<file path="src/rtl/hvn_pkg.sv">
`timescale 1ns / 1ps
package hvn_pkg;

  localparam int MAX_WIDTH  = 1024;
  localparam int MAX_HEIGHT = 1024;
  localparam int DIM_W      = 11;
  localparam int POS_W      = $clog2(MAX_WIDTH);
  localparam int HGT_W      = 8;
  localparam int SCL_W      = 8;
  localparam int VEC_W      = 19;
  localparam int NRM_W      = 16;

  localparam logic [NRM_W-1:0] ONE_Q14 = 16'd16384;

  localparam logic [1:0] CFG_GRID_WIDTH     = 2'd0;
  localparam logic [1:0] CFG_GRID_HEIGHT    = 2'd1;
  localparam logic [1:0] CFG_VERTICAL_SCALE = 2'd2;

  localparam logic [DIM_W-1:0] RESET_GRID  = 11'd256;
  localparam logic [SCL_W-1:0] RESET_SCALE = 8'd64;

  typedef logic [VEC_W-1:0] comp_t;
  typedef comp_t [2:0] vec_t;
  typedef logic [NRM_W-1:0] ncomp_t;
  typedef ncomp_t [2:0] nrm_t;

  // 3x3 heights around one vertex, row major, plus the four adjacent cells
  typedef struct packed {
    logic [8:0][HGT_W-1:0] patch;
    logic [3:0]            cell_ok;
    logic [POS_W-1:0]      row;
    logic [POS_W-1:0]      col;
    logic                  last;
  } job_t;

  function automatic logic [DIM_W-1:0] clamp_dim(input logic [DIM_W-1:0] v,
                                                 input int hi);
    logic [DIM_W-1:0] r;
    r = v;
    if (v < 11'd2) r = 11'd2;
    else if (int'(v) > hi) r = DIM_W'(hi);
    return r;
  endfunction

endpackage

</file>
<file path="src/rtl/hvn_job_fifo.sv">
`timescale 1ns / 1ps
module hvn_job_fifo (
  input  logic          clk_i,
  input  logic          rst_ni,
  input  logic          push_i,
  input  hvn_pkg::job_t data_i,
  output logic          full_o,
  input  logic          pop_i,
  output hvn_pkg::job_t data_o,
  output logic          empty_o
);
  import hvn_pkg::*;

  job_t       mem_q [2];
  logic       wr_q, rd_q;
  logic [1:0] cnt_q;
  logic       do_push, do_pop;

  assign full_o  = (cnt_q == 2'd2);
  assign empty_o = (cnt_q == 2'd0);
  assign do_push = push_i && !full_o;
  assign do_pop  = pop_i && !empty_o;
  assign data_o  = mem_q[rd_q];

  always_ff @(posedge clk_i) begin
    if (do_push) mem_q[wr_q] <= data_i;
  end

  always_ff @(posedge clk_i or negedge rst_ni) begin
    if (!rst_ni) begin
      wr_q  <= 1'b0;
      rd_q  <= 1'b0;
      cnt_q <= '0;
    end else begin
      if (do_push) wr_q <= ~wr_q;
      if (do_pop) rd_q <= ~rd_q;
      cnt_q <= cnt_q + {1'b0, do_push} - {1'b0, do_pop};
    end
  end

endmodule

</file>
<file path="config.mk">
export PLATFORM = sky130hd
export DESIGN_NAME = hvn_job_fifo
export DESIGN_NICKNAME = d
export VERILOG_FILES = /design/src/rtl/hvn_pkg.sv /design/src/rtl/hvn_job_fifo.sv
export SDC_FILE = /design/constraint.sdc
export NUM_CORES = 1
export LEC_CHECK = 0
export BUFFER_PORTS_ARGS = -buffer_cell sky130_fd_sc_hd__buf_4
export CORE_ASPECT_RATIO = 0.5
export CORE_MARGIN = 5
export CORE_UTILIZATION = 40
export CTS_CLUSTER_DIAMETER = 40
export CTS_CLUSTER_SIZE = 25
export DETAILED_ROUTE_END_ITERATION = 10
export PLACE_DENSITY_LB_ADDON = 0.2
export SLEW_MARGIN = 20
export SYNTH_ARGS = -nofsm -noshare
export SYNTH_HDL_FRONTEND = slang
export SYNTH_SLANG_ARGS = --single-unit
</file>
<file path="constraint.sdc">
create_clock -name clk_i -period 5.5 [get_ports clk_i]
set_input_delay 1.375 -clock clk_i [delete_from_list [all_inputs] [get_ports clk_i]]
set_output_delay 1.375 -clock clk_i [all_outputs]
set_load 0.005 [all_outputs]
</file>
==> impl_metrics.ini, run 1 <==
[synthesis]
ys_warn_count = 0
syn_avg_cell_area_sq_um = 22.7
syn_area_sq_um = 7270
ys_types = 15
synth-seq-area-share_pct = 81.5
async_flop_share_pct = 2.02
synth_ff_type = edfxtp_1
ys_seq_elements = 198
synth-edff-count = 194
syn_nets = 423
synthCells = 320

[power_and_ir_drop]
powerDensity_nw_per_um2 = 505
cellLeakagePower_nw = 3.62
vdd_drop_max_v = 0.000252
pwr-share-clk_pct = 24.5
switchingPower_mw = 1.29
comb_power_share_pct = 29.3
p_int_mw = 3.56
power_frac_seq_pct = 46.1
switching_share_pct = 26.5

[worst_setup_path]
worst_r2r_endpoint = mem_q[1][81]
cp_max_fo = 67
reg2regPathDepth = 3
start_kind = register
r2r_start = cnt_q[1]
cp.arrival_ns = 2.46
worst_setup_path_end_kind = primary output
path_class = reg -> out
worstPathRequired_ns = 4.12
ff2ff_setup_slack_ns = 3.22

[clocking]
hold_buffers = 0
clockBufferDepth = 2
clk_latency_ns = 0.42
htree_num_levels = 4
cts.clk_slew.worst_paths_ns = 0.08
cts_buffers = 17
clockRootBuffer = clkbuf_16
cts_tree = built
post_cts_buffers = 0
cts_resized = 0
clkSinkCount = 198

[place]
dpl_worst_slack_ns = 2.07
place_congestion = 0.686
io_buffer_count = 199
dpl-instance-area_sq_um = 9040
dp_hpwl_mm = 9.17

[detailed_routing]
drc = 0
first_iter_violations = 187
num_vias = 3574
drt-total-wl_mm = 14.0
routedWlPerCell_um = 17.9
dr.pass1.iters = 4
viasPerCell = 4.59
postRouteAntennaNets = 0

[global_route]
grt_pass1_wl_mm = 21.5
grt_pass1_vias = 3820
grt_usage_pct = 13.2
antenna_found_initial = 0
grt_overflow = 0
grt_max_degree = 73

[sta]
hold_slack_ns = 0.505
fin_crit_sh_pct = 69.7
finalSetupViolCount = 0
period_needed_ns = 3.84
finalSetupTns_ns = 0
slew_headroom_pct = 32.0
rsz0062_at_grt = no
slew_viol_final = 0
finClkSkew_ns = 0.0181
fmax_mhz = 261
setup_ws_ns = 1.66
final_hold_viol_count = 0
tightest_slew_ns = 1.02

[run]
maxCapViolations = 0

[layout]
area.growth.synth_to_final_pct = 32.0
design_area_sq_um = 9600
final_util_pct = 54.5
fin_nets = 634
drive_gt1_share_pct = 61.0
diodes = 0

[floorplan]
start_util_pct = 41.3
die_h_um = 105
dieWidth_um = 201
fp-row-count = 34
core-area_sq_um = 17600
ios = 200
die-area_sq_um = 21100

[min_path]
hold_depth = 1
hold_end = cnt_q[1]
hold_path_class = reg -> reg
worstHoldStart = cnt_q[1]

[outcome]
status = finished clean
==> cell usage after synthesis (2+ instances only) <==
library cell | number | area share (%)
mux2_2 | 77 | 12
buf_6 | 4 | 0.62
mux2_4 | 20 | 4.1
xnor2_1 | 3 | 0.36
dfrtp_1 | 4 | 1.4
edfxtp_1 | 194 | 80
buf_2 | 7 | 0.48
ha_1 | 2 | 0.34
nor2_1 | 2 | 0.10
inv_1 | 2 | 0.10
==> flip-flops by register name, indices dropped and copies added (netlist names) <==
register and cells:
rd_q 1, mem_q 194, cnt_q 2, wr_q 1
==> placed cells by master, fill, tap and decap left out <==
master and n:
buf_4 202, edfxtp_1 194, mux2_2 77, mux2_4 20, clkbuf_16 17, inv_6 4
xnor2_1 3, clkbuf_1 3, dfrtp_1 3, inv_1 2, ha_1 2, clkinvlp_4 2
clkinv_2 2, clkbuf_8 2, nand2b_1 1, nand2_1 1, and3_4 1, nor2_4 1
nor2_1 1, nor2b_1 1, xor2_1 1, bufinv_16 1, clkinv_4 1, buf_12 1
dfrtp_4 1
==> layout make-up <==
type                       instances  area (sq um)
multi-input combinational        109          1270
timing repair buffer             203          1540
clock inverter                    10          98.8
sequential                       198          5930
clock buffer                      22           464
fill                            1397          8010
inverter                           2          7.51
tap                              234           293
==> worst max-delay path, cell delays in order, from the launching register on <==
cell and delay (ns):
dfrtp_4 1.08, buf_4 0.43, mux2_2 0.38, buf_4 0.14
==> worst max path at each step <==
stage,end,cells past startpoint,from
after floorplan,mem_q[0][0],2,push_i
after global placement,data_o[96],3,rd_q
after detailed placement,data_o[96],3,rd_q
after CTS,data_o[96],3,rd_q
after global routing,data_o[96],3,rd_q
final,data_o[96],3,rd_q
==> cells by family after synthesis <==
group	after synthesis	share of synthesized area [%]
xor+xnor	4	0.482
flops	198	81.5
fa+ha+maj	2	0.344
buf+inv	13	1.20
mux	97	16.1
simple gates	6	0.413
==> power groups by stage <==
| stage | Combinational [mW] | Sequential [mW] | Clock (mW) |
|---|---|---|---|
| 2_1_floorplan | 0.833 | 2.18 | 0 |
| 4_1_cts | 1.47 | 2.25 | 1.22 |
| 5_1_grt | 1.54 | 2.28 | 1.29 |
| 3_3_place_gp | 1.46 | 2.27 | 0 |
| 6_report | 1.42 | 2.24 | 1.19 |
| 3_5_place_dp | 1.46 | 2.28 | 0 |
==> metrics by stage <==
step,power [mW],cells
final,4.85,778
after global routing,5.11,778
after CTS,4.94,778
after detailed placement,3.75,746
after global placement,3.73,746
after floorplan,3.01,320
==> metal layers <==
metal  part of all wire [%]  routed length [um]  track usage (%)  up-vias
li1                       -                   -                -     1683
met1                     41                5700             15.8     1793
met2                     52                7320             22.6       87
met3                    5.7                 800             4.54       11
met4                    1.0                 140             4.42        0
met5                      0                   0                0        -
Note: power is estimated with default switching activity, not from simulation.
==> run 2: changes to the inputs <==
- ABC_AREA: not set -> 1
- clock period: 5.5 -> 3.3 ns (I/O delays scaled with it)
==> impl_metrics.ini, run 2 <==
[outcome]
status = finished clean

[worst_setup_path]
path_class = reg -> out
worstPathRequired_ns = 2.47
worst_r2r_endpoint = mem_q[0][33]
reg2regPathDepth = 5
cp.arrival_ns = 1.76
r2r_start = cnt_q[0]
ff2ff_setup_slack_ns = 1.50
start_kind = register
cp_max_fo = 69
worst_setup_path_end_kind = primary output
setup.worst_path.start = rd_q

[detailed_routing]
viasPerCell = 4.46
routedWlPerCell_um = 15.7
drt-total-wl_mm = 15.5
dr.pass1.iters = 4
drc = 0
postRouteAntennaNets = 0
first_iter_violations = 182
num_vias = 4427

[power_and_ir_drop]
power_frac_seq_pct = 43.2
powerDensity_nw_per_um2 = 856
cellLeakagePower_nw = 4.11
pwr-share-clk_pct = 23.5
p_int_mw = 5.66
finalPower_mw = 8.22
vdd_drop_max_v = 0.000480
switchingPower_mw = 2.56
comb_power_share_pct = 33.3
switching_share_pct = 31.1

[layout]
regMostFlops = mem_q
drive_gt1_share_pct = 31.5
fillers = 1487
layout_common_cells = nand2_1 (304), buf_4 (204), edfxtp_1 (194)
diodes = 0
largest_register_ffs = 194
area.growth.synth_to_final_pct = 31.7
reg_top3 = mem_q: 194 flops, cnt_q: 2 flops
multi_input_area_sq_um = 1190
fin_nets = 848
final_util_pct = 54.5
regArea_sq_um = 5930
final_common_cell = nand2_1

[clocking]
htree_num_levels = 4
clkSinkCount = 198
clk_latency_ns = 0.42
clockBufferDepth = 2
hold_buffers = 0
cts_resized = 0
cts_buffers = 17
cts_tree = built
clockRootBuffer = clkbuf_16
cts.clk_slew.worst_paths_ns = 0.07
post_cts_buffers = 0

[synthesis]
synth.top_cells.by_count = nand2_1 (304), edfxtp_1 (194), buf_2 (14)
synth_ff_type = edfxtp_1
synthCells = 540
yosysTopAreaCell = edfxtp_1
syn_avg_cell_area_sq_um = 13.5
syn_area_sq_um = 7290
syn_nets = 643
async_flop_share_pct = 2.02
synth-seq-area-share_pct = 81.3
ys_seq_elements = 198
yosysMostFrequentCell = nand2_1
synth_top_area_share_pct = 79.9
synth-edff-count = 194
ys_types = 11
synth_area_leaders = edfxtp_1 (80%), nand2_1 (16%), dfrtp_1 (1.4%)
ys_warn_count = 0

[floorplan]
die-area_sq_um = 21200
core-area_sq_um = 17600
die_h_um = 105
fp-row-count = 34
ios = 200
start_util_pct = 41.4
dieWidth_um = 201

[place]
dp_hpwl_mm = 10.1
io_buffer_count = 199
place_congestion = 0.732

[global_route]
grt_overflow = 0
antenna_found_initial = 0
grt_pass1_vias = 4546
grt_max_degree = 99
grt_pass1_wl_mm = 24.5
grt_usage_pct = 14.7

[sta]
finalSetupViolCount = 0
slew_viol_final = 0
fmax_mhz = 386
slew_headroom_pct = 50.8
finalSetupTns_ns = 0
fin_crit_sh_pct = 78.5
finClkSkew_ns = 0.0131
tightest_slew_ns = 0.739
period_needed_ns = 2.59
final_hold_viol_count = 0
rsz0062_at_grt = no

[min_path]
hold_path_class = in -> async

[run]
maxCapViolations = 0
run 2: cell types whose count changed after synthesis, moves of 3 or more:
cell,previous run,this run
mux2_2,77,0
nand3_1,0,3
nand2_1,1,304
buf_2,7,14
mux2_4,20,0
buf_4,0,4
inv_1,2,10
xnor2_1,3,0
run 2: power groups by stage:
stage / Sequential [mW] / Combinational, mW / Clock [mW]
2_1_floorplan: 3.61 / 1.33 / 0
3_3_place_gp: 3.59 / 2.81 / 0
3_5_place_dp: 3.61 / 2.83 / 0
4_1_cts: 3.56 / 2.84 / 1.98
5_1_grt: 3.60 / 3.07 / 2.09
6_report: 3.55 / 2.74 / 1.93
run 2: how the worst max path moves through the flow:
stage              endpoint
6_report         data_o[61]
5_1_grt          data_o[80]
4_1_cts          data_o[81]
3_5_place_dp   mem_q[0][36]
2_1_floorplan   mem_q[0][0]
3_3_place_gp   mem_q[0][44]
run 2: layer usage:
metal  wire length, um  vias up  track usage, %
li1                  -     2217               -
met5                 0        -               0
met4               199        0            4.61
met2              7830       81            25.4
met3               663       13            3.99
met1              6850     2116            18.3
run 2: layout make-up:
| cell class | count | area share (%) |
|---|---|---|
| sequential | 198 | 61.8 |
| clock inverter | 11 | 1.10 |
| clock buffer | 21 | 4.59 |
| multi-input combinational | 310 | 12.4 |
| tap | 234 | 3.05 |
| timing repair buffer | 207 | 16.6 |
| inverter | 11 | 0.482 |
run 2: logic make-up (layout without fill, tap and decap cells):
kind of cell  after synthesis  in the layout  share of synthesized area, %
buf+inv                    32            250                          2.44
flops                     198            198                          81.3
simple gates              308            308                          15.9
fa+ha+maj                   2              2                         0.343
run 2: metrics by stage:
| step | setup WS, ns | cell area [sq um] | hold WS (ns) | cells |
|---|---|---|---|---|
| after global routing | 0.576 | 9600 | 0.164 | 992 |
| after floorplan | 0.0473 | 7300 | 0.442 | 540 |
| after global placement | 1.11 | 9050 | 0.461 | 960 |
| after detailed placement | 1.09 | 9050 | 0.476 | 960 |
| after CTS | 0.656 | 9600 | 0.166 | 992 |
| final | 0.710 | 9600 | 0.185 | 992 |
run 2: worst max-delay path, cell delays in order (launching register included):
cell,delay [ns]
dfrtp_4,0.50
inv_4,0.17
buf_12,0.31
nand2_1,0.09
nand2_1,0.10
buf_4,0.11
