===== src/rtl/hvn_pkg.sv =====
`timescale 1ns / 1ps
package hvn_pkg;

  localparam int MAX_WIDTH  = 1024;
  localparam int MAX_HEIGHT = 1024;
  localparam int DIM_W      = 11;
  localparam int POS_W      = $clog2(MAX_WIDTH);
  localparam int HGT_W      = 8;
  localparam int SCL_W      = 8;
  localparam int VEC_W      = 19;
  localparam int NRM_W      = 16;

  localparam logic [NRM_W-1:0] ONE_Q14 = 16'd16384;

  localparam logic [1:0] CFG_GRID_WIDTH     = 2'd0;
  localparam logic [1:0] CFG_GRID_HEIGHT    = 2'd1;
  localparam logic [1:0] CFG_VERTICAL_SCALE = 2'd2;

  localparam logic [DIM_W-1:0] RESET_GRID  = 11'd256;
  localparam logic [SCL_W-1:0] RESET_SCALE = 8'd64;

  typedef logic [VEC_W-1:0] comp_t;
  typedef comp_t [2:0] vec_t;
  typedef logic [NRM_W-1:0] ncomp_t;
  typedef ncomp_t [2:0] nrm_t;

  // 3x3 heights around one vertex, row major, plus the four adjacent cells
  typedef struct packed {
    logic [8:0][HGT_W-1:0] patch;
    logic [3:0]            cell_ok;
    logic [POS_W-1:0]      row;
    logic [POS_W-1:0]      col;
    logic                  last;
  } job_t;

  function automatic logic [DIM_W-1:0] clamp_dim(input logic [DIM_W-1:0] v,
                                                 input int hi);
    logic [DIM_W-1:0] r;
    r = v;
    if (v < 11'd2) r = 11'd2;
    else if (int'(v) > hi) r = DIM_W'(hi);
    return r;
  endfunction

endpackage


===== src/rtl/hvn_norm.sv =====
`timescale 1ns / 1ps
module hvn_norm (
  input  logic          clk_i,
  input  logic          rst_ni,
  input  logic          start_i,
  input  hvn_pkg::vec_t vec_i,
  output logic          busy_o,
  output logic          done_o,
  output hvn_pkg::nrm_t nrm_o
);
  import hvn_pkg::*;

  localparam logic [2:0] N_IDLE = 3'd0;
  localparam logic [2:0] N_SQ   = 3'd1;
  localparam logic [2:0] N_SQRT = 3'd2;
  localparam logic [2:0] N_DIV  = 3'd3;
  localparam logic [2:0] N_DONE = 3'd4;

  logic [2:0]  state_q;
  vec_t        v_q;
  nrm_t        o_q;
  logic [1:0]  k_q;
  logic [39:0] acc_q, r_q, bit_q, trial;
  logic [35:0] rem_q, den, dsh;
  logic [14:0] q_q, qn;
  logic [3:0]  bi_q;
  logic [37:0] sq;
  logic [18:0] cur_mag;

  function automatic logic [18:0] mag(input comp_t c);
    return c[VEC_W-1] ? 19'(-c) : 19'(c);
  endfunction

  function automatic logic [35:0] load(input comp_t c, input logic [39:0] len);
    return (36'(mag(c)) << 15) + 36'(len[20:0]);
  endfunction

  assign cur_mag = mag(v_q[k_q]);
  assign sq      = 38'(cur_mag) * 38'(cur_mag);
  assign trial   = r_q + bit_q;
  assign den     = 36'(r_q[20:0]) << 1;
  assign dsh     = den << bi_q;
  assign qn      = (rem_q >= dsh) ? (q_q | (15'd1 << bi_q)) : q_q;
  assign busy_o  = (state_q != N_IDLE);
  assign done_o  = (state_q == N_DONE);
  assign nrm_o   = o_q;

  always_ff @(posedge clk_i or negedge rst_ni) begin
    if (!rst_ni) begin
      state_q <= N_IDLE;
      k_q     <= '0;
    end else begin
      unique case (state_q)
        N_IDLE: begin
          if (start_i) begin
            v_q     <= vec_i;
            acc_q   <= '0;
            k_q     <= '0;
            state_q <= N_SQ;
          end
        end
        N_SQ: begin
          acc_q <= acc_q + 40'(sq);
          if (k_q == 2'd2) begin
            k_q     <= '0;
            r_q     <= '0;
            bit_q   <= 40'd1 << 38;
            state_q <= N_SQRT;
          end else begin
            k_q <= k_q + 2'd1;
          end
        end
        N_SQRT: begin
          if (bit_q == '0) begin
            if (r_q == '0) begin
              o_q     <= {ncomp_t'(0), ONE_Q14, ncomp_t'(0)};
              state_q <= N_DONE;
            end else begin
              rem_q   <= load(v_q[0], r_q);
              q_q     <= '0;
              bi_q    <= 4'd14;
              k_q     <= '0;
              state_q <= N_DIV;
            end
          end else begin
            if (acc_q >= trial) begin
              acc_q <= acc_q - trial;
              r_q   <= (r_q >> 1) + bit_q;
            end else begin
              r_q <= r_q >> 1;
            end
            bit_q <= bit_q >> 2;
          end
        end
        N_DIV: begin
          if (rem_q >= dsh) rem_q <= rem_q - dsh;
          if (bi_q == '0) begin
            o_q[k_q] <= v_q[k_q][VEC_W-1] ? -ncomp_t'(qn) : ncomp_t'(qn);
            if (k_q == 2'd2) begin
              state_q <= N_DONE;
            end else begin
              k_q   <= k_q + 2'd1;
              rem_q <= load(v_q[k_q + 2'd1], r_q);
              q_q   <= '0;
              bi_q  <= 4'd14;
            end
          end else begin
            q_q  <= qn;
            bi_q <= bi_q - 4'd1;
          end
        end
        N_DONE: state_q <= N_IDLE;
        default: state_q <= N_IDLE;
      endcase
    end
  end

endmodule


===== src/rtl/hvn_back.sv =====
`timescale 1ns / 1ps
module hvn_back (
  input  logic                      clk_i,
  input  logic                      rst_ni,
  input  hvn_pkg::job_t             job_i,
  input  logic                      job_empty_i,
  output logic                      job_pop_o,
  input  logic [hvn_pkg::SCL_W-1:0] scale_i,
  output logic                      empty,
  input  logic                      pop,
  output logic [hvn_pkg::POS_W-1:0] vertex_row_o,
  output logic [hvn_pkg::POS_W-1:0] vertex_column_o,
  output logic signed [15:0]        normal_x_o,
  output logic signed [15:0]        normal_y_o,
  output logic signed [15:0]        normal_z_o,
  output logic                      last_of_run_o
);
  import hvn_pkg::*;

  localparam logic [1:0] B_IDLE  = 2'd0;
  localparam logic [1:0] B_TRI   = 2'd1;
  localparam logic [1:0] B_TWAIT = 2'd2;
  localparam logic [1:0] B_SWAIT = 2'd3;

  logic [1:0]        state_q;
  job_t              job_q;
  logic [3:0]        tri_q;
  vec_t              sum_q, tri_vec, norm_vec;
  nrm_t              nrm;
  logic              out_valid_q, norm_start, norm_busy, norm_done, applies;
  logic [HGT_W-1:0]  h00, h01, h10, h11;
  logic signed [8:0] da, db;
  logic signed [17:0] px, pz;

  function automatic logic [HGT_W-1:0] pix(input job_t j, input int ra, input int cb);
    return j.patch[3*ra+cb];
  endfunction

  // triangle index: cell in bits 2:1, second triangle of the cell in bit 0
  assign h00 = pix(job_q, int'(tri_q[2]), int'(tri_q[1]));
  assign h01 = pix(job_q, int'(tri_q[2]), int'(tri_q[1]) + 1);
  assign h10 = pix(job_q, int'(tri_q[2]) + 1, int'(tri_q[1]));
  assign h11 = pix(job_q, int'(tri_q[2]) + 1, int'(tri_q[1]) + 1);
  assign da  = tri_q[0] ? ($signed({1'b0, h01}) - $signed({1'b0, h11}))
                        : ($signed({1'b0, h00}) - $signed({1'b0, h10}));
  assign db  = tri_q[0] ? ($signed({1'b0, h10}) - $signed({1'b0, h11}))
                        : ($signed({1'b0, h00}) - $signed({1'b0, h01}));
  assign px  = da * $signed({1'b0, scale_i});
  assign pz  = db * $signed({1'b0, scale_i});

  assign tri_vec[0] = VEC_W'(px);
  assign tri_vec[1] = comp_t'(256);
  assign tri_vec[2] = VEC_W'(pz);

  // the corner triangles facing away from the vertex do not touch it
  assign applies    = job_q.cell_ok[tri_q[2:1]] && (tri_q != 4'd0) && (tri_q != 4'd7);
  assign norm_start = (state_q == B_TRI) && (tri_q[3] || applies);
  assign norm_vec   = tri_q[3] ? sum_q : tri_vec;
  assign job_pop_o  = (state_q == B_IDLE) && !job_empty_i && !out_valid_q;
  assign empty      = !out_valid_q;

  hvn_norm u_norm (
    .clk_i   (clk_i),
    .rst_ni  (rst_ni),
    .start_i (norm_start),
    .vec_i   (norm_vec),
    .busy_o  (norm_busy),
    .done_o  (norm_done),
    .nrm_o   (nrm)
  );

  always_ff @(posedge clk_i) begin
    if (state_q == B_SWAIT && norm_done) begin
      vertex_row_o    <= job_q.row;
      vertex_column_o <= job_q.col;
      normal_x_o      <= nrm[0];
      normal_y_o      <= nrm[1];
      normal_z_o      <= nrm[2];
      last_of_run_o   <= job_q.last;
    end
  end

  always_ff @(posedge clk_i or negedge rst_ni) begin
    if (!rst_ni) begin
      state_q     <= B_IDLE;
      tri_q       <= '0;
      out_valid_q <= 1'b0;
    end else begin
      if (pop && out_valid_q) out_valid_q <= 1'b0;
      unique case (state_q)
        B_IDLE: begin
          if (job_pop_o) begin
            job_q   <= job_i;
            tri_q   <= '0;
            sum_q   <= '0;
            state_q <= B_TRI;
          end
        end
        B_TRI: begin
          if (tri_q[3]) state_q <= B_SWAIT;
          else if (applies) state_q <= B_TWAIT;
          else tri_q <= tri_q + 4'd1;
        end
        B_TWAIT: begin
          if (norm_done) begin
            for (int k = 0; k < 3; k++) sum_q[k] <= sum_q[k] + VEC_W'($signed(nrm[k]));
            tri_q   <= tri_q + 4'd1;
            state_q <= B_TRI;
          end
        end
        B_SWAIT: begin
          if (norm_done) begin
            out_valid_q <= 1'b1;
            state_q     <= B_IDLE;
          end
        end
        default: state_q <= B_IDLE;
      endcase
    end
  end

  a_start_idle: assert property (@(posedge clk_i) disable iff (!rst_ni)
    norm_start |-> !norm_busy) else $error("normaliser restarted while busy");

  a_no_overwrite: assert property (@(posedge clk_i) disable iff (!rst_ni)
    (state_q == B_SWAIT && norm_done) |-> !out_valid_q)
    else $error("result register overwritten");

  a_tri_range: assert property (@(posedge clk_i) disable iff (!rst_ni)
    (state_q == B_TWAIT) |-> !tri_q[3]) else $error("triangle index out of range");

endmodule


===== config.mk =====
export PLATFORM = sky130hd
export DESIGN_NAME = hvn_back
export DESIGN_NICKNAME = d
export VERILOG_FILES = /design/src/rtl/hvn_pkg.sv /design/src/rtl/hvn_norm.sv /design/src/rtl/hvn_back.sv
export SDC_FILE = /design/constraint.sdc
export NUM_CORES = 2
export LEC_CHECK = 0
export BUFFER_PORTS_ARGS = -buffer_cell sky130_fd_sc_hd__buf_2
export CAP_MARGIN = 25
export CORE_ASPECT_RATIO = 1.1
export CORE_MARGIN = 2
export CORE_UTILIZATION = 62
export CTS_BUF_LIST = sky130_fd_sc_hd__clkbuf_8 sky130_fd_sc_hd__clkbuf_16
export DETAILED_ROUTE_END_ITERATION = 10
export PLACE_DENSITY_LB_ADDON = 0.05
export REMOVE_ABC_BUFFERS = 1
export SLEW_MARGIN = 20
export SYNTH_ARGS = -nofsm -noshare
export SYNTH_HDL_FRONTEND = slang
export SYNTH_HIERARCHICAL = 1
export SYNTH_SLANG_ARGS = --single-unit

===== constraint.sdc =====
create_clock -name clk_i -period 26 [get_ports clk_i]
set_clock_uncertainty 0.2 [all_clocks]
set_input_delay 3.9 -clock clk_i [delete_from_list [all_inputs] [get_ports clk_i]]
set_output_delay 3.9 -clock clk_i [all_outputs]
set_load 0.05 [all_outputs]

==> flow_summary.ini <==
[status]
status = finished, final reports clean

[grt]
grt_antenna_before_repair = 2
grt_pass1_wl_um = 227000
grt_max_degree = 91
grt_pass1_vias = 40731
grt_usage_pct = 33.6
grt_overflow_total = 0

[finish]
diodes = 0
mostFrequentLayoutCell = inv_1
finalNetCount = 6548
final_cell_mix = 679 x inv_1, 546 x nand2_1, 483 x edfxtp_1
layout-drive-gt1-share_pct = 9.24
final_area_mm2 = 0.0563
stdcell_count = 6760
fin_util_pct = 67.4
syn2layout_area_growth_pct = 7.39

[synth]
synth_xor_area_share_pct = 5.96
yosysSeqAreaShare_pct = 28.2
synth_edf_count = 483
synth_cells = 5491
synthMuxAreaShare_pct = 5.66
synth_fa_ha_area_share_pct = 26.3
ys_ff_latch = 495
synth_simple_gate_area_share_pct = 13.9
asyncSetResetFlopFracSynth_pct = 2.42
avgSynthCellArea_um2 = 9.55
synth-main-ff-cell = edfxtp_1
synth_top_family_by_area = adder cells
synth_compound_area_share_pct = 13.3
ys_warn_count = 6
synth.cell_area_mm2 = 0.0524
synth_cell_types = 98

[clocking]
numCtsBuffers = 53
holdBufCountCts = 0
cts_tree = built
post_cts_buffers = 0
clock_latency_ns = 0.69
cts-root-buf = clkbuf_16
h-tree-depth = 2
cts_buffer_depth = 3
clk_pin_slew_ns = 0.07
cts.repair.resized = 0
cts.sinks = 495

[floorplanning]
fp.dieH_um = 309
start_util_pct = 62.7
die_w_um = 281
dieArea_mm2 = 0.0869
std_cell_rows = 111
pin_count = 180
core_mm2 = 0.0836

[worst_setup_path]
timing.rr.start = u_norm/k_q[1]
regToRegSetupSlack_ns = 15.13
critPathLaunchType = flip-flop
crit_path_top_delay_cell = a311oi_1
worstPathArrival_ns = 11.01
path_class = reg2reg
reg2regPathDepth = 34
critPathMaxFanout = 13
slowest_delay_ns = 0.65
cpMostUsedCell = inv_1
endpoint_kind = flip-flop
worst_ep_required_time_ns = 26.14
reg2reg_to = u_norm/acc_q[38]

[sta]
worst_slew_pin_slew_ns = 1.09
setup_violations = 0
fin_ws_ns = 15.13
rsz0062_at_grt = false
setup_tns_ns = 0
clock.fmax_mhz = 92.0
period_share_pct = 41.8
relSlewSlack_pct = 27.2
drv_slew = 0
period_minus_slack_ns = 10.87
hold_viol_final = 0
timing.hold.ws_ns = 0.219

[detailed_routing]
num_vias = 40996
drcViolationCount = 0
drt-met1-wl_um = 60000
routedWlPerCell_um = 21.3
wl_um = 144000
viasPerCell = 6.06
routed-wl-met2_um = 70100
ant_nets = 0
drt-initial-drc-count = 3341
drtPass1Iterations = 6
top_layer_used = met5
wl_met3_um = 9390

[placement]
place_ws_ns = 15.22
dp_cells = 6660
gp_congestion = 0.980
io_buffers = 179
place_area_mm2 = 0.0545
post-dp-hpwl_um = 113000

[min_path]
hp-start = job_q[15]
hold_class = reg2reg
holdPathStages = 0
whs_endpoint = vertex_row_o[4]

[power_and_ir_drop]
leakagePower_nw = 23.7
power_mw = 2.18
peakVddDrop_uv = 61.2
power_density_mw_per_mm2 = 38.7

[flow_run]
drv_cap = 0
## synthesized netlist by cell type (all sizes together) (55+ instances only)
| cell | count | area [µm²] |
|---|---|---|
| inv | 680 | 2550 |
| nand2 | 547 | 2050 |
| edfxtp | 483 | 14500 |
| ha | 440 | 5510 |
| fa | 411 | 8230 |
| nor2 | 401 | 1510 |
| a21oi | 308 | 1560 |
| o21ai | 283 | 1430 |
| xnor2 | 205 | 1800 |
| clkbuf | 160 | 602 |
| xor2 | 149 | 1320 |
| and2 | 143 | 895 |
| mux2i | 106 | 1090 |
| a21o | 98 | 736 |
| nor3 | 74 | 370 |
| a31oi | 71 | 444 |
| nor2b | 63 | 394 |
| nand3 | 60 | 300 |
| mux4 | 58 | 1310 |
| a211oi | 55 | 413 |
## worst max-delay path by stage
stage	start	end	slack, ns	cells after the start
floorplan	u_norm/k_q[0]	u_norm/acc_q[38]	15.64	31
global placement	u_norm/k_q[1]	u_norm/acc_q[38]	15.34	34
detailed placement	u_norm/k_q[1]	u_norm/acc_q[38]	15.22	34
CTS	u_norm/k_q[1]	u_norm/acc_q[38]	15.17	34
global route	u_norm/k_q[1]	u_norm/acc_q[39]	14.59	34
finish	u_norm/k_q[1]	u_norm/acc_q[38]	15.13	34
## final cells by class
class,instances,area [µm²]
Clock buffer,53,1330
Multi-Input combinational cell,4108,34300
Timing Repair Buffer,244,1400
Fill cell,6873,27300
Tap cell,1130,1410
Clock inverter,44,495
Inverter,686,2570
Sequential cell,495,14800
## report_power, final
| group | switching (mW) | leakage, nW | internal, mW |
|---|---|---|---|
| clock | 0.349 | 0.899 | 0.448 |
| combinational | 0.301 | 18.3 | 0.197 |
| sequential | 0.00000000000000000339 | 4.49 | 0.884 |
## worst max-delay path, delay by kind of cell (launching register included)
family | cells | cell delay, ns
AO/OA/AOI/OAI | 10 | 3.09
XOR/XNOR | 2 | 0.38
adder cells (fa/ha/maj) | 9 | 3.94
buffers and inverters | 9 | 1.42
flip-flops | 1 | 0.52
AND/OR/NAND/NOR | 4 | 1.05
## layer usage
| layer | GRT usage, % | vias up |
|---|---|---|
| met4 | 10.6 | 4 |
| li1 | - | 19118 |
| met3 | 4.15 | 255 |
| met1 | 44.7 | 20201 |
| met5 | 0 | - |
| met2 | 57.5 | 1418 |
## kinds of logic (layout without fill, tap and decap cells)
logic type      Yosys count  after routing
xor+xnor                354            354
mux                     215            215
other cells               2             13
fa+ha+maj               858            858
simple gates           1552           1552
compound gates         1116           1116
buf+inv                 899           1027
flops                   495            495
## registers in the layout (all words and copies together), names as in the netlist, 20 cells and up
register,count
job_q,97
sum_q,57
u_norm/acc_q,40
u_norm/bit_q,20
u_norm/nrm_o,48
u_norm/r_q,40
u_norm/rem_q,36
u_norm/v_q,57
No activity file was read; power rests on OpenSTA's default activity.
